**src/hw/rtl/owsm_pkg.sv**
```systemverilog
// Shared types, widths, constants and helpers of the omni wheel speed mixer.
package owsm_pkg;

	localparam int TRIG_FRACTION_BITS = 14;

	localparam int IN_W    = 11;
	localparam int DZ_W    = 10;
	localparam int GAIN_W  = 12;
	localparam int SPD_W   = 10;
	localparam int CFG_W   = 12;
	localparam int CIDX_W  = 2;
	localparam int OUT_W   = 16;
	localparam int SPIN_W  = 16;

	localparam int SQ_W    = 2 * IN_W;
	localparam int R2_W    = 2 * IN_W;
	localparam int RAD_W   = R2_W + 16;
	localparam int ROOT_W  = RAD_W / 2;
	localparam int RREM_W  = ROOT_W + 2;

	localparam int COEF_W  = TRIG_FRACTION_BITS + 12;
	localparam int PROD_W  = COEF_W + 11;
	localparam int NORM_SH = TRIG_FRACTION_BITS - 8;
	localparam int HALF_SH = TRIG_FRACTION_BITS - 1;
	localparam int ONE_SH  = TRIG_FRACTION_BITS;

	localparam int DIV_NUM_W = 30;
	localparam int DIV_DEN_W = ROOT_W;

	localparam int TRANS_W = 13;
	localparam int WHEEL_W = 17;
	localparam int NUM_W   = 17;
	localparam int PROD2_W = 30;
	localparam int FQ_W    = 29;

	localparam int WHEELS  = 3;
	localparam int QUEUE_DEPTH = 2;
	localparam int QPTR_W  = $clog2(QUEUE_DEPTH);
	localparam int QCNT_W  = $clog2(QUEUE_DEPTH + 1);

	localparam int SAT_MAX = 32767;
	localparam int SAT_MIN = -32768;

	function automatic longint isqrt_const(input longint v);
		longint rem_v;
		longint res_v;
		longint bit_v;
		rem_v = v;
		res_v = 0;
		bit_v = longint'(1) << 62;
		while (bit_v > rem_v)
			bit_v = bit_v >> 2;
		while (bit_v != 0) begin
			if (rem_v >= res_v + bit_v) begin
				rem_v = rem_v - (res_v + bit_v);
				res_v = (res_v >> 1) + bit_v;
			end else begin
				res_v = res_v >> 1;
			end
			bit_v = bit_v >> 2;
		end
		return res_v;
	endfunction

	localparam longint TRIG_K_L =
		(isqrt_const(longint'(3) << (2 * TRIG_FRACTION_BITS)) + 1) >> 1;
	localparam logic signed [COEF_W-1:0] TRIG_K = COEF_W'(TRIG_K_L);

	typedef enum logic [CIDX_W-1:0] {
		CFG_DZ_LIMIT,
		CFG_ROT_GAIN,
		CFG_SPEED_FLOOR,
		CFG_SPEED_CEILING
	} cfg_idx_e;

	typedef struct packed {
		logic [DZ_W-1:0]   dz_limit;
		logic [GAIN_W-1:0] rot_gain;
		logic [SPD_W-1:0]  speed_floor;
		logic [SPD_W-1:0]  speed_ceiling;
	} cfg_t;

	typedef struct packed {
		logic signed [COEF_W-1:0] coef_l;
		logic signed [COEF_W-1:0] coef_r;
		logic signed [COEF_W-1:0] coef_t;
		logic signed [SPIN_W-1:0] spin;
	} sq_side_t;

	typedef struct packed {
		logic [R2_W-1:0] r2;
		sq_side_t        side;
	} item_t;

	typedef struct packed {
		logic                      neg;
		logic                      rescale;
		logic signed [WHEEL_W-1:0] wheel;
		logic signed [SPIN_W-1:0]  spin;
	} lane_t;

	function automatic logic signed [OUT_W-1:0] sat16(input logic signed [31:0] v);
		if (v > SAT_MAX)
			return OUT_W'(SAT_MAX);
		if (v < SAT_MIN)
			return OUT_W'(SAT_MIN);
		return v[OUT_W-1:0];
	endfunction

endpackage

```
**src/hw/rtl/owsm_front.sv**
```systemverilog
// Front end: command capture, dead zone, spin gain and projection numerators.
module owsm_front import owsm_pkg::*; (
	input  logic                   clk,
	input  logic                   arst_n,
	input  cfg_t                   cfg,
	input  logic                   in_valid,
	input  logic signed [IN_W-1:0] x_command,
	input  logic signed [IN_W-1:0] y_command,
	input  logic signed [IN_W-1:0] spin_command,
	output logic                   out_valid,
	output item_t                  out_item
);
	localparam int GP_W = IN_W + GAIN_W + 1;

	logic                      v_s1, v_s2, v_s3, v_s4;
	logic signed [IN_W-1:0]    x_s1, y_s1, sp_s1;
	logic signed [IN_W-1:0]    x_s2, y_s2, sp_s2;
	logic [SQ_W-2:0]           xx_s3, yy_s3;
	logic signed [COEF_W-1:0]  kx_s3;
	logic signed [IN_W-1:0]    y_s3;
	logic signed [GP_W-1:0]    p_s3;
	logic                      zero_s3;
	item_t                     item_s4;

	logic signed [SQ_W-1:0]    x_sq, y_sq, xx_w, yy_w;
	logic signed [COEF_W-1:0]  x_c, y_c, kx_w, hy_w, uy_w;
	logic signed [GP_W-1:0]    sp_e, g_e, p_w, p_adj;
	item_t                     item_d;

	function automatic logic signed [IN_W-1:0] dz(input logic signed [IN_W-1:0] v,
		input logic [DZ_W-1:0] lim);
		logic [IN_W-1:0] a;
		a = v[IN_W-1] ? -v : v;
		return (a < {1'b0, lim}) ? '0 : v;
	endfunction

	always_comb begin
		x_sq = SQ_W'(x_s2);
		y_sq = SQ_W'(y_s2);
		xx_w = x_sq * x_sq;
		yy_w = y_sq * y_sq;
		x_c  = COEF_W'(x_s2);
		kx_w = x_c * TRIG_K;
		sp_e = GP_W'(sp_s2);
		g_e  = GP_W'({1'b0, cfg.rot_gain});
		p_w  = sp_e * g_e;
	end

	always_comb begin
		y_c   = COEF_W'(y_s3);
		hy_w  = y_c <<< HALF_SH;
		uy_w  = y_c <<< ONE_SH;
		p_adj = p_s3 + $signed({{(GP_W-8){1'b0}}, {8{p_s3[GP_W-1]}}});
		item_d.r2 = R2_W'({1'b0, xx_s3}) + R2_W'({1'b0, yy_s3});
		item_d.side.spin = p_adj[SPIN_W+7:8];
		if (zero_s3) begin
			item_d.side.coef_l = -TRIG_K;
			item_d.side.coef_r = TRIG_K;
			item_d.side.coef_t = '0;
		end else begin
			item_d.side.coef_l = hy_w - kx_s3;
			item_d.side.coef_r = hy_w + kx_s3;
			item_d.side.coef_t = -uy_w;
		end
	end

	always_ff @(posedge clk or negedge arst_n) begin
		if (!arst_n) begin
			v_s1 <= 1'b0;
			v_s2 <= 1'b0;
			v_s3 <= 1'b0;
			v_s4 <= 1'b0;
		end else begin
			v_s1 <= in_valid;
			v_s2 <= v_s1;
			v_s3 <= v_s2;
			v_s4 <= v_s3;
		end
	end

	always_ff @(posedge clk) begin
		if (in_valid) begin
			x_s1  <= x_command;
			y_s1  <= y_command;
			sp_s1 <= spin_command;
		end
		x_s2    <= dz(x_s1, cfg.dz_limit);
		y_s2    <= dz(y_s1, cfg.dz_limit);
		sp_s2   <= dz(sp_s1, cfg.dz_limit);
		xx_s3   <= xx_w[SQ_W-2:0];
		yy_s3   <= yy_w[SQ_W-2:0];
		kx_s3   <= kx_w;
		y_s3    <= y_s2;
		p_s3    <= p_w;
		zero_s3 <= (x_s2 == '0) && (y_s2 == '0);
		item_s4 <= item_d;
	end

	assign out_valid = v_s4;
	assign out_item  = item_s4;

endmodule

```
**config.mk**
```make
export PLATFORM = sky130hd
export DESIGN_NAME = owsm_front
export DESIGN_NICKNAME = d
export VERILOG_FILES = /design/src/hw/rtl/owsm_pkg.sv /design/src/hw/rtl/owsm_front.sv
export SDC_FILE = /design/constraint.sdc
export NUM_CORES = 1
export LEC_CHECK = 0
export BUFFER_PORTS_ARGS = -buffer_cell sky130_fd_sc_hd__buf_2
export CORE_AREA = 10 10 286 288
export CTS_CLUSTER_SIZE = 30
export DETAILED_ROUTE_END_ITERATION = 8
export DIE_AREA = 0 0 296 298
export GPL_ROUTABILITY_DRIVEN = 0
export SLEW_MARGIN = 20
export SYNTH_ARGS = -nofsm -noshare
export SYNTH_HDL_FRONTEND = slang
export SYNTH_SLANG_ARGS = --single-unit
```
**constraint.sdc**
```tcl
create_clock -name clk -period 8.2 [get_ports clk]
set_input_delay 0.41 -clock clk [delete_from_list [all_inputs] [get_ports clk]]
set_output_delay 0.41 -clock clk [all_outputs]
set_load 0.01 [all_outputs]
```
Word level (Yosys, flattened, before mapping). Index checks and enable logic that the tools add are counted.

Register bits: 290. Output and inout bits: 117. Logic and storage cells: 42.

Add/sub/neg operators: 8. $mul: 4. $lt $le $gt $ge: 3. Mux-type cells: 3. Reductions and logical operators: 3.

Operators with widths (number): multiplier 11 x 11 -> 21 bit (2); less-than comparator 11 x 10 -> 1 bit (3); two-way mux 11 bit (3); negator 11 bit (3); adder 24 x 26 -> 26 bit (1); multiplier 11 x 15 -> 26 bit (second input constant) (1); negator 25 -> 26 bit (1); subtractor 24 x 26 -> 26 bit (1); adder 24 x 9 -> 24 bit (1); multiplier 11 x 13 -> 24 bit (1); adder 21 x 21 -> 22 bit (1); logical NOT 11 bit (2); logical AND 1 bit (1).

Depth between registers and ports, before layout.
Depth in word-level cells: 3. Depth in mapped cells: 21.

Least setup slack after synthesis. Ideal clock, no wire load.

Path kind: flip-flop to flip-flop. From: register x_s2[10]. To: register xx_s3[19]. Data arrival time: 5.352 ns. Data required time: 8.128 ns. Setup slack: 2.776 ns. Stages on the path, launching flop included: 20. Path buffers: 2. Cells stage by stage: dfxtp_1 > clkbuf_1 > inv_1 > buf_1 > nor2_1 > fa_1 > inv_1 > fa_1 > inv_1 > fa_1 > fa_1 > inv_1 > fa_1 > inv_1 > ha_1 > or3_1 > a2111oi_0 > a21oi_1 > a31oi_1 > xnor2_1.

Cells in the longest elaborated chain, start to end: 1.

RTL lines: start: declaration (line owsm_front.sv:17) `logic signed [IN_W-1:0] x_s2, y_s2, sp_s2;`; start signal: assignment (line owsm_front.sv:87) `x_s2 <= dz(x_s1, cfg.dz_limit);`; multiplier 11 x 11 -> 21 bit (line owsm_front.sv:40) `xx_w = x_sq * x_sq;`; via xx_w[19] (line owsm_front.sv:25) `logic signed [SQ_W-1:0] x_sq, y_sq, xx_w, yy_w;`; end signal: assignment (line owsm_front.sv:90) `xx_s3 <= xx_w[SQ_W-2:0];`; end: declaration (line owsm_front.sv:18) `logic [SQ_W-2:0] xx_s3, yy_s3;`.

The timed path passes the listed nets, and every way through them passes these cells. A chain may end at the register's enable or synchronous reset.

Worst setup path in the final report.
From: register y_s2[6]. To: register yy_s3[19].

Cells in the longest elaborated chain, start to end: 1.

RTL lines: start: declaration (line owsm_front.sv:17); start signal: assignment (line owsm_front.sv:88) `y_s2 <= dz(y_s1, cfg.dz_limit);`; multiplier 11 x 11 -> 21 bit (line owsm_front.sv:41) `yy_w = y_sq * y_sq;`; via yy_w[19] (line owsm_front.sv:25); end signal: assignment (line owsm_front.sv:91) `yy_s3 <= yy_w[SQ_W-2:0];`; end: declaration (line owsm_front.sv:18).

The timed path passes the listed nets, and every way through them passes these cells.

==> flow_summary.ini <==
[flow_run]
maxCapViolCount = 0

[timing]
slew_viol_final = 0
hold_violations = 0
period_share_pct = 73.1
fmaxAchievable_mhz = 167
whs_ns = 0.0346
setup_viol = 0
setup_ws_ns = 2.21
timing.slew.headroom_pct = 41.0
clock_skew_ns = 0.0225
worst_slew_pin_slew_ns = 0.884
period_needed_ns = 5.99
setup_tns_ns = 0
rsz0062_at_grt = false

[placement]
post-dp-hpwl_mm = 51.1
portBuffers = 160
dpl_worst_slack_ns = 2.30
place_inst = 3878
post_dp_cell_area_sq_um = 28200

[synthesis]
yosysMostFrequentCell = inv_1
synth_area_sq_um = 26400
yosysSeqAreaShare_pct = 21.9
syn_inst = 2796
synthFlopType = dfxtp_1
synth_edf_count = 33
yosysUniqueCellTypes = 72
ys_ff_latch = 271
synth.area.top_cells = fa_1 (27%), dfxtp_1 (18%), ha_1 (15%)
yosysTopAreaCell = fa_1
syn_avg_cell_area_sq_um = 9.44
async_flop_share_pct = 1.48
yosys-top-cells-count = inv_1 (593), fa_1 (351), ha_1 (321)
ys_warn_count = 0
synthDominantCellAreaShare_pct = 26.6

[worst_setup_path]
crit_family = adder cells
path_class = reg -> reg
critPathArrivalTime_ns = 6.39
crit_path_end_kind = flip-flop
critical_path_buf_inv_count = 5
critPathLaunchType = flip-flop
crit_path_max_fanout = 12
path_cells = inv_1 > nor2_1 > inv_1 > fa_1 > fa_1 > fa_1 > inv_1 > fa_1 > inv_1 > fa_1 > inv_1 > ha_1 > or3_1 > a21o_1 > a31oi_1 > or4b_1 > o311ai_0
crit_required_ns = 8.60
critPathMaxStageDelay_ns = 0.82
crit_slowest_cell = dfxtp_1

[drt]
vias_per_cell = 4.66
wirelength_mm = 62.1
wl_per_cell_um = 15.8
postRouteAntennaNets = 0
drtPass1Iterations = 5
drtIter0Drc = 812
drc = 0
vias = 18400

[layout]
drive_gt1_share_pct = 8.51
n_antenna_cell = 0
fin_area_sq_um = 29500
fillerInstances = 7558
area_growth_pct = 11.6
final_nets = 3687
instances_no_fill = 3940

[clock_network]
cts_tree = done
clock_latency_ns = 0.55
clk_pin_slew_ns = 0.06
cts_resized = 0
clockBufferDepth = 3
numCtsBuffers = 34
cts-root-buf = clkbuf_16
cts_sinks = 271
cts.htree.levels = 2

[grt]
grt_antenna_before_repair = 1
grtUsageMet1_pct = 19.4
gr-max-usage-layer = met2
grtUsageMet2_pct = 23.7
grt.met3_usage_pct = 2.08
grt_pass1_vias = 19000
grt-ovfl-total = 0
grt_pass1_wl_mm = 101
gr-usage-all-layers_pct = 14.3
grt_max_degree = 46

[power]
power_leakage_nw = 15.0
powerDensity_nw_per_um2 = 319
vdd_ir_drop_max_v = 0.000232

[status]
outcome = completed

[die]
rows = 101
dieArea_sq_um = 88200
start_util_pct = 34.9
io-pin-count = 195
core_sq_um = 75700
die_w_um = 296
dieHeight_um = 298

[worst_hold_path]
hold_path.class = in -> reg
==> registers in the layout, indices dropped and copies added (netlist names) <==
register   count
yy_s3         19
out_item     101
v_s3           1
zero_s3        1
x_s2          11
y_s1          11
out_valid      1
v_s1           1
p_s3          24
sp_s2         11
v_s2           1
x_s1          11
y_s2          11
y_s3          11
sp_s1         11
xx_s3         19
kx_s3         26
==> final cells by class <==
| type | count | area [sq um] | share of cell area, % |
|---|---|---|---|
| well taps | 978 | 1220 | 4.15 |
| clock buffers | 46 | 998 | 3.39 |
| multi-input cells | 1869 | 18200 | 61.7 |
| repair buffers | 167 | 856 | 2.91 |
| flip-flops and latches | 271 | 5780 | 19.6 |
| clock inverters | 15 | 210 | 0.714 |
| inverters | 594 | 2230 | 7.57 |
==> report_power, final <==
part	leakage, nW	switching, mW	internal, mW
combinational	12.1	3.20	2.38
sequential	2.32	0.359	1.88
clock	0.595	0.582	1.01
total	15.0	4.14	5.27
==> path summary, 6_finish.rpt <==
path | from | endpoint | slack, ns | cells past startpoint
setup / recovery | y_s2[6] | yy_s3[19] | 2.21 | 17
hold / removal | spin_command[4] | sp_s1[4] | 0.03 | 1
setup reg to reg | y_s2[6] | yy_s3[19] | 2.21 | 17
hold reg to reg | v_s1 | v_s2 | 0.35 | 0
max in group asynchronous | arst_n | v_s3 | 7.86 | 2
min in group asynchronous | arst_n | v_s1 | 0.22 | 2
==> logic make-up (layout without fill, tap and decap cells) <==
kind of cell | after synthesis | count (layout) | share of synthesized area, %
simple gates | 679 | 679 | 12.4
mux | 11 | 11 | 0.422
other cells | 1 | 14 | 0.0142
buf+inv | 669 | 822 | 9.73
xor+xnor | 167 | 167 | 5.54
flops | 271 | 271 | 21.9
compound gates | 326 | 326 | 8.15
fa+ha+maj | 672 | 672 | 41.8
==> metal layers <==
| metal | up-vias | wire, um |
|---|---|---|
| met5 | - | 0 |
| li1 | 9033 | - |
| met3 | 75 | 2750 |
| met1 | 8932 | 29200 |
| met4 | 0 | 1330 |
| met2 | 328 | 28800 |
==> through the flow <==
stage / utilization (%) / total power, mW
2_1_floorplan: - / 6.35
3_3_place_gp: 37.2 / 7.84
3_5_place_dp: 37.2 / 7.88
4_1_cts: 38.9 / 9.56
5_1_grt: 38.9 / 10.4
6_report: 38.9 / 9.41
==> layout by cell type, fill, tap and decap left out, types with 33 or more instances in the layout <==
cell / n
xor2_1: 38
nand2_1: 219
buf_2: 160
ha_1: 321
edfxtp_1: 33
o21ai_0: 64
and2_1: 101
xnor2_1: 129
a21o_1: 36
a21oi_1: 89
fa_1: 351
nor2_1: 164
dfxtp_1: 234
clkbuf_16: 36
inv_1: 593
==> repair_timing <==
action | 4_1_cts | 5_1_grt
endpoints found under the setup margin | 0 | 0
hold buffers | 1 | 0
endpoints found under the hold margin | 4 | 0
buffers inserted | 0 | 0
(Power assumes the default switching activity.)
