<file path="src/hw/rtl/owsm_pkg.sv">
// Shared types, widths, constants and helpers of the omni wheel speed mixer.
package owsm_pkg;

	localparam int TRIG_FRACTION_BITS = 14;

	localparam int IN_W    = 11;
	localparam int DZ_W    = 10;
	localparam int GAIN_W  = 12;
	localparam int SPD_W   = 10;
	localparam int CFG_W   = 12;
	localparam int CIDX_W  = 2;
	localparam int OUT_W   = 16;
	localparam int SPIN_W  = 16;

	localparam int SQ_W    = 2 * IN_W;
	localparam int R2_W    = 2 * IN_W;
	localparam int RAD_W   = R2_W + 16;
	localparam int ROOT_W  = RAD_W / 2;
	localparam int RREM_W  = ROOT_W + 2;

	localparam int COEF_W  = TRIG_FRACTION_BITS + 12;
	localparam int PROD_W  = COEF_W + 11;
	localparam int NORM_SH = TRIG_FRACTION_BITS - 8;
	localparam int HALF_SH = TRIG_FRACTION_BITS - 1;
	localparam int ONE_SH  = TRIG_FRACTION_BITS;

	localparam int DIV_NUM_W = 30;
	localparam int DIV_DEN_W = ROOT_W;

	localparam int TRANS_W = 13;
	localparam int WHEEL_W = 17;
	localparam int NUM_W   = 17;
	localparam int PROD2_W = 30;
	localparam int FQ_W    = 29;

	localparam int WHEELS  = 3;
	localparam int QUEUE_DEPTH = 2;
	localparam int QPTR_W  = $clog2(QUEUE_DEPTH);
	localparam int QCNT_W  = $clog2(QUEUE_DEPTH + 1);

	localparam int SAT_MAX = 32767;
	localparam int SAT_MIN = -32768;

	function automatic longint isqrt_const(input longint v);
		longint rem_v;
		longint res_v;
		longint bit_v;
		rem_v = v;
		res_v = 0;
		bit_v = longint'(1) << 62;
		while (bit_v > rem_v)
			bit_v = bit_v >> 2;
		while (bit_v != 0) begin
			if (rem_v >= res_v + bit_v) begin
				rem_v = rem_v - (res_v + bit_v);
				res_v = (res_v >> 1) + bit_v;
			end else begin
				res_v = res_v >> 1;
			end
			bit_v = bit_v >> 2;
		end
		return res_v;
	endfunction

	localparam longint TRIG_K_L =
		(isqrt_const(longint'(3) << (2 * TRIG_FRACTION_BITS)) + 1) >> 1;
	localparam logic signed [COEF_W-1:0] TRIG_K = COEF_W'(TRIG_K_L);

	typedef enum logic [CIDX_W-1:0] {
		CFG_DZ_LIMIT,
		CFG_ROT_GAIN,
		CFG_SPEED_FLOOR,
		CFG_SPEED_CEILING
	} cfg_idx_e;

	typedef struct packed {
		logic [DZ_W-1:0]   dz_limit;
		logic [GAIN_W-1:0] rot_gain;
		logic [SPD_W-1:0]  speed_floor;
		logic [SPD_W-1:0]  speed_ceiling;
	} cfg_t;

	typedef struct packed {
		logic signed [COEF_W-1:0] coef_l;
		logic signed [COEF_W-1:0] coef_r;
		logic signed [COEF_W-1:0] coef_t;
		logic signed [SPIN_W-1:0] spin;
	} sq_side_t;

	typedef struct packed {
		logic [R2_W-1:0] r2;
		sq_side_t        side;
	} item_t;

	typedef struct packed {
		logic                      neg;
		logic                      rescale;
		logic signed [WHEEL_W-1:0] wheel;
		logic signed [SPIN_W-1:0]  spin;
	} lane_t;

	function automatic logic signed [OUT_W-1:0] sat16(input logic signed [31:0] v);
		if (v > SAT_MAX)
			return OUT_W'(SAT_MAX);
		if (v < SAT_MIN)
			return OUT_W'(SAT_MIN);
		return v[OUT_W-1:0];
	endfunction

endpackage

</file>
<file path="src/hw/rtl/owsm_queue.sv">
// Short queue between the front end and the back end.
module owsm_queue import owsm_pkg::*; (
	input  logic  clk,
	input  logic  arst_n,
	input  logic  push,
	input  item_t push_item,
	input  logic  pop,
	output logic  out_valid,
	output item_t out_item,
	output logic  full
);
	item_t             mem_q [QUEUE_DEPTH];
	logic [QPTR_W-1:0] wr_q, rd_q;
	logic [QCNT_W-1:0] cnt_q;
	logic              do_pop;

	assign out_valid = (cnt_q != '0);
	assign full      = (cnt_q == QCNT_W'(QUEUE_DEPTH));
	assign out_item  = mem_q[rd_q];
	assign do_pop    = pop && out_valid;

	always_ff @(posedge clk or negedge arst_n) begin
		if (!arst_n) begin
			wr_q  <= '0;
			rd_q  <= '0;
			cnt_q <= '0;
		end else begin
			if (push)
				wr_q <= wr_q + QPTR_W'(1);
			if (do_pop)
				rd_q <= rd_q + QPTR_W'(1);
			if (push && !do_pop)
				cnt_q <= cnt_q + QCNT_W'(1);
			else if (do_pop && !push)
				cnt_q <= cnt_q - QCNT_W'(1);
		end
	end

	always_ff @(posedge clk) begin
		if (push)
			mem_q[wr_q] <= push_item;
	end

endmodule

</file>
<file path="config.mk">
export PLATFORM = sky130hd
export DESIGN_NAME = owsm_queue
export DESIGN_NICKNAME = d
export VERILOG_FILES = /design/src/hw/rtl/owsm_pkg.sv /design/src/hw/rtl/owsm_queue.sv
export SDC_FILE = /design/constraint.sdc
export NUM_CORES = 1
export LEC_CHECK = 0
export BUFFER_PORTS_ARGS = -buffer_cell sky130_fd_sc_hd__buf_2
export CAP_MARGIN = 0
export CORE_MARGIN = 4
export CORE_UTILIZATION = 50
export CTS_CLUSTER_DIAMETER = 100
export DETAILED_ROUTE_END_ITERATION = 12
export PLACE_DENSITY = 0.84
export REMOVE_ABC_BUFFERS = 1
export SETUP_SLACK_MARGIN = 0.3
export SLEW_MARGIN = 15
export SYNTH_ARGS = -nofsm -noshare
export SYNTH_HDL_FRONTEND = slang
export SYNTH_SLANG_ARGS = --single-unit
</file>
<file path="constraint.sdc">
create_clock -name clk -period 16 [get_ports clk]
set_input_delay 1.6 -clock clk [delete_from_list [all_inputs] [get_ports clk]]
set_output_delay 1.6 -clock clk [all_outputs]
set_load 0.02 [all_outputs]
</file>
Yosys cells after proc, flatten, opt, wreduce, memory -nomap -nowiden
Memories as Yosys holds them, arrays and structs flattened.
Cells that the tools add are included.
Word-level totals
  register bits: 4
  memories: 1
  word-level logic and storage cells: 20
  memory bits (writable): 232
Operators by class
  add/subtract/negate cells: 4
  eq/ne operators: 1
  reductions and logical operators: 7
  multiplexer cells: 4
Memories
  mem_q: words 2, width 116, rd ports 1, clocked after memory_dff 0, write ports 1, RTL line owsm_queue.sv:12  | item_t mem_q [QUEUE_DEPTH];
Operators by type and width (count)
  $mux W2: 2
  $reduce_bool A2 Y1: 2
  $logic_and A1 B1 Y1: 3
  $add A1 B1 Y1 const B: 2
  $add A2 B1 Y2 const B: 1
  $eq A2 B2 Y1 const B: 1
  $logic_not A1 Y1: 2
  $mux W1: 2
  $sub A2 B1 Y2 const B: 1

Depth between registers and ports, before layout
Gate-level depths: netlist of the first run.
  depth in word-level cells: 5
  depth in mapped cells: 6
  gate-level depth less buffers: 6

Worst setup path after synthesis of the first run
No wires, ideal clock.
  path kind: input port to flip-flop
  start: input port push
  end: memory mem_q[0][0] in the netlist's numbering, enable pin
  buffers on the path: 0
  arrival: 6.636 ns
  slack: 8.758 ns
  required time: 15.394 ns
  stages: 1
  path through: nor2b_1
On the way
  word-level cells in the longest chain between the ends: 2
RTL lines
  from (decl): RTL line owsm_queue.sv:5  | input logic push,
  $mux W1: RTL line owsm_queue.sv:40  | if (push)
  $mux W1 (implied by the code): RTL line owsm_queue.sv:41  | mem_q[wr_q] <= push_item;
  to (decl): RTL line owsm_queue.sv:12
Every way passes these cells.

==> results of run 1 <==
==> cells by family (layout without fill, tap and decap cells) <==
logic type    Yosys count  count (layout)  share of synthesized area
simple gates            6               6                    0.00375
xor+xnor                5               5                    0.00505
flops                 236             236                      0.815
other cells             0               1                          0
mux                   116             116                      0.164
fa+ha+maj               1               1                    0.00144
buf+inv                13             285                     0.0111
==> metrics by stage <==
stage          instances  setup WS (ns)  hold slack, ns
2_1_floorplan        364           8.76           0.447
3_3_place_gp         825          12.05           0.465
6_report             870          11.52           0.512
4_1_cts              869          11.44           0.505
3_5_place_dp         825          11.98           0.493
5_1_grt              870          11.35           0.532
==> state kept, by name, summed over array words and instances, names as in the netlist <==
signal	count
cnt_q	2
mem_q	232
rd_q	1
wr_q	1
==> synth_stat cells <==
library cell / number / share of area
nand2_1: 1 / 0.00043
mux2_2: 86 / 0.11
edfxtp_1: 232 / 0.80
or2_2: 1 / 0.00072
mux2_4: 30 / 0.052
nor2b_1: 2 / 0.0014
buf_2: 8 / 0.0046
dfrtp_1: 4 / 0.012
and2_1: 1 / 0.00072
xnor2_1: 2 / 0.0020
nor2_1: 1 / 0.00043
xor2_1: 3 / 0.0030
buf_6: 5 / 0.0065
ha_1: 1 / 0.0014
==> per-layer routing <==
layer	wire (µm)	part of all wire	track usage
met4	410	0.025	0.0490
met1	6070	0.38	0.192
met3	1290	0.080	0.0470
met2	8360	0.52	0.282
met5	13	0.00081	0
==> final cells by class <==
| type | count | area (µm²) |
|---|---|---|
| sequential | 236 | 7070 |
| fill | 1153 | 5830 |
| multi-input combinational | 128 | 1520 |
| timing repair buffer | 241 | 1220 |
| clock buffer | 29 | 641 |
| tap | 220 | 275 |
| clock inverter | 15 | 203 |
| antenna | 1 | 2.50 |
==> worst max path at each step <==
stage	from	endpoint	slack (ns)	depth (start not counted)
finish	rd_q	out_item[92]	11.52	3
CTS	rd_q	out_item[92]	11.44	3
global placement	rd_q	out_item[30]	12.05	3
global route	rd_q	out_item[92]	11.35	3
detailed placement	rd_q	out_item[92]	11.98	3
floorplan	push	mem_q[0][0]	8.76	1
==> layout by cell type, fill, tap and decap left out, types with 2 or more instances in the layout <==
| master | instances |
|---|---|
| mux2_2 | 86 |
| dfrtp_1 | 3 |
| clkinv_2 | 5 |
| buf_4 | 4 |
| clkinv_1 | 3 |
| xnor2_1 | 2 |
| clkbuf_1 | 4 |
| mux2_4 | 30 |
| xor2_1 | 3 |
| edfxtp_1 | 232 |
| buf_2 | 237 |
| clkbuf_16 | 25 |
| bufinv_16 | 5 |
==> power by group through the flow <==
stage	combinational [µW]	clock, µW	sequential (µW)
6_report	618	583	881
5_1_grt	657	629	893
2_1_floorplan	435	0	915
3_5_place_dp	625	0	895
3_3_place_gp	612	0	885
4_1_cts	629	596	884
==> impl_metrics.toml, run 1 <==
[floorplanning]
pin_count = 238
die_x_um = 140
die_y_um = 140
rows = 47
core_area_mm2 = 0.0168
initial_core_util = 0.517
fp.dieArea_mm2 = 0.0195

[place]
place_congestion = 0.753
numPortBuffers = 237
placed_cell_area_mm2 = 0.0101
hpwl_um = 11000

[finish]
syn_to_final_growth_pct = 26.0
drive_gt1_frac = 0.613
final_nets = 752
utilization = 0.652
finalInstanceArea_mm2 = 0.0109

[pwr]
power_uw = 2080
seqPwrFrac = 0.423
power_per_cell_area_mw_per_mm2 = 191
swShare = 0.305
combPwrFrac = 0.297
ir_drop_mv = 0.109
power_frac_clock = 0.280
cell_internal_pwr_uw = 1450
switchingPower_uw = 634
leakage_uw = 0.00422

[drt]
wirelength_um = 16100
first_iter_violations = 206
dr_total_vias = 4356
first_pass_iters = 4
drc = 0
ant_nets = 0
wl_per_cell_um = 18.6
vias_per_cell = 5.01

[sta]
finalHoldViolations = 0
period_share = 0.280
slew_headroom = 0.408
setup-tns-final_ns = 0
report.final.setup_viol = 0
rsz0062_at_grt = "no"
drv_slew = 0
final.min_clock_period_ns = 4.48
tightest_slew_ns = 0.889
fmax_mhz = 223
fin_worst_skew_ns = 0.0134

[yosys]
ys_warn_count = 0
synth_area_per_cell_um2 = 23.0
syn_area_mm2 = 0.00867
synth_cell_types = 14
syn_inst = 377
synth-seq-area-share = 0.815
ys_ff_latch = 236

[setup_path]
critical_path.max_stage_delay_ns = 0.92
end_kind = "output pin"
worst-path-buf-inv = 2
worstRegToRegCells = 3
worst_r2r_startpoint = "wr_q"
critical-path-top-delay-family = "buffers and inverters"
r2r_slack_ns = 13.65
worst_ep_required_time_ns = 14.40
cp_slowest_cell = "dfrtp_4"
worst-setup-path-type = "reg2out"
path_max_fanout = 60
arrival_ns = 2.88
startpoint_type = "flop"
worst_r2r_endpoint = "mem_q[0][17]"
path_cells = "buf_4 > mux2_2 > buf_2"

[global_routing]
antenna_found_initial = 2
grt_start_max_net_pins = 61
overflow = 0
track_usage = 0.161
grt_pass1_wl_um = 25300
grt_pass1_vias = 4854

[min_path]
holdPathEnd = "cnt_q[1]"
hp-class = "reg2reg"
hp-start = "cnt_q[1]"
holdPathStages = 1

[cts]
cts_setup_buffers = 0
cts.path.max_buffers = 3
clock_latency_ns = 0.50
cts_resized = 0
cts_max_level = 1
clock_sinks = 236
cts_tree = "yes"
clockRootBuffer = "clkbuf_16"
ctsHoldBuffers = 0
cts_made_buffers = 24
path_clk_slew_ns = 0.06

[outcome]
status = "finished clean"

[flow_run]
drv_cap = 0
Power figures use the tool's default switching activity.
==> run 2: changes to the inputs <==
==> constraint.sdc (replaced) <==
create_clock -name clk -period 4.4 [get_ports clk]
set_input_delay 0.44 -clock clk [delete_from_list [all_inputs] [get_ports clk]]
set_output_delay 0.44 -clock clk [all_outputs]
set_load 0.02 [all_outputs]
==> impl_metrics.toml, run 2 (synthesis results as in run 1) <==
[outcome]
status = "finished clean"

[sta]
setup_ws_ns = 1.43
finalHoldViolations = 0
final.min_clock_period_ns = 2.97
fin_worst_skew_ns = 0.0118
tightest_slew_ns = 1.08
fmax_mhz = 337
period_share = 0.675
drv_slew = 0
whs_ns = 0.120
setup-tns-final_ns = 0
slew_headroom = 0.279
report.final.setup_viol = 0
rsz0062_at_grt = "no"

[setup_path]
path_cells = "buf_12 > mux2_2 > buf_2"
end_kind = "output pin"
cp_slowest_cell = "dfrtp_4"
startpoint_type = "flop"
worst-setup-path-type = "reg2out"
critical-path-top-delay-family = "flip-flops"
worst-path-buf-inv = 2
worst_ep_required_time_ns = 3.96
arrival_ns = 2.53
path_max_fanout = 61
critical_path.max_stage_delay_ns = 0.97

[drt]
ant_nets = 0
m1WireLength_um = 5870
topRoutingLayerUsed = "met4"
wl_per_cell_um = 18.5
first_iter_violations = 194
wl_met2_um = 8490
wl_met3_um = 1420
dr_total_vias = 4381
drc = 0
first_pass_iters = 4
wirelength_um = 16100
vias_per_cell = 5.02

[finish]
syn_to_final_growth_pct = 24.9
drive_gt1_frac = 0.601
multi_input_area_mm2 = 0.00152
top_regs = "mem_q x232, cnt_q x2"
final_common_cell = "buf_2"
finalNonFillerCells = 872
largest_reg_flops = 232
regArea_mm2 = 0.00707
final_cell_mix = "buf_2 (237), edfxtp_1 (232), mux2_2 (86), mux2_4 (30), clkbuf_16 (25)"
diodes = 0
final_nets = 755
utilization = 0.646
nFillCells = 1154
regMostFlops = "mem_q"

[floorplanning]
rows = 47
die_y_um = 140
die_x_um = 140
core_area_mm2 = 0.0168
pin_count = 238
fp.dieArea_mm2 = 0.0195
initial_core_util = 0.517

[place]
hpwl_um = 10700
dp_slack_ns = 1.96
dp.cells = 826
numPortBuffers = 237
place_congestion = 0.762

[pwr]
cell_internal_pwr_uw = 5000
seqPwrFrac = 0.440
power_frac_clock = 0.249
ir_drop_mv = 0.798
swShare = 0.314
leakage_uw = 0.00416
combPwrFrac = 0.311
power_per_cell_area_mw_per_mm2 = 673
switchingPower_uw = 2290

[cts]
cts_max_level = 1
cts_setup_buffers = 0
cts_resized = 0
ctsHoldBuffers = 1
clockRootBuffer = "clkbuf_16"
cts_made_buffers = 25
cts_tree = "yes"
clock_sinks = 236
path_clk_slew_ns = 0.06
cts.path.max_buffers = 3
clock_latency_ns = 0.50

[global_routing]
overflow = 0
grt_start_max_net_pins = 79
grt_pass1_vias = 4717
grt_pass1_wl_um = 24900
antenna_found_initial = 0
track_usage = 0.159

[min_path]
hp-class = "in2reg"

[flow_run]
drv_cap = 0
run 2: stage by stage:
stage | total power, µW | area [µm²]
after detailed placement | 5550 | 10100
final | 7290 | 10800
after global routing | 7630 | 10800
after global placement | 5480 | 10100
after CTS | 7390 | 10800
after floorplan | 4910 | 8570
run 2: path summary, 6_finish.rpt:
path	endpoint	startpoint	cells past startpoint	slack, ns
worst max-delay path	out_item[17]	rd_q	3	1.43
worst min-delay path	mem_q[0][11]	push_item[11]	1	0.12
worst max register to register	mem_q[1][25]	wr_q	2	2.26
worst min register to register	cnt_q[1]	cnt_q[1]	1	0.51
max in group asynchronous	rd_q	arst_n	2	3.95
min in group asynchronous	cnt_q[0]	arst_n	2	0.30
run 2: power by group through the flow:
stage | Combinational (µW) | Sequential, µW | Clock [µW]
CTS | 2310 | 3220 | 1860
floorplan | 1580 | 3330 | 0
detailed placement | 2290 | 3260 | 0
finish | 2260 | 3210 | 1810
global placement | 2260 | 3230 | 0
global route | 2410 | 3260 | 1970
run 2: layout make-up:
class                      instances  share of cell area
tap                              220              0.0254
clock inverter                    10             0.00497
clock buffer                      35              0.0613
timing repair buffer             243               0.115
multi-input combinational        128               0.140
sequential                       236               0.653
run 2: worst register-to-register path: cells and delay by family (launching register included):
family,cells,cell delay (ns)
buf+inv,1,0.47
flops,1,0.42
simple gates,1,0.90
run 2: routing by layer:
metal / track usage / vias to the layer above
li1: - / 2013
met1: 0.190 / 2154
met3: 0.0473 / 28
met2: 0.284 / 186
met5: 0 / -
met4: 0.0382 / 0
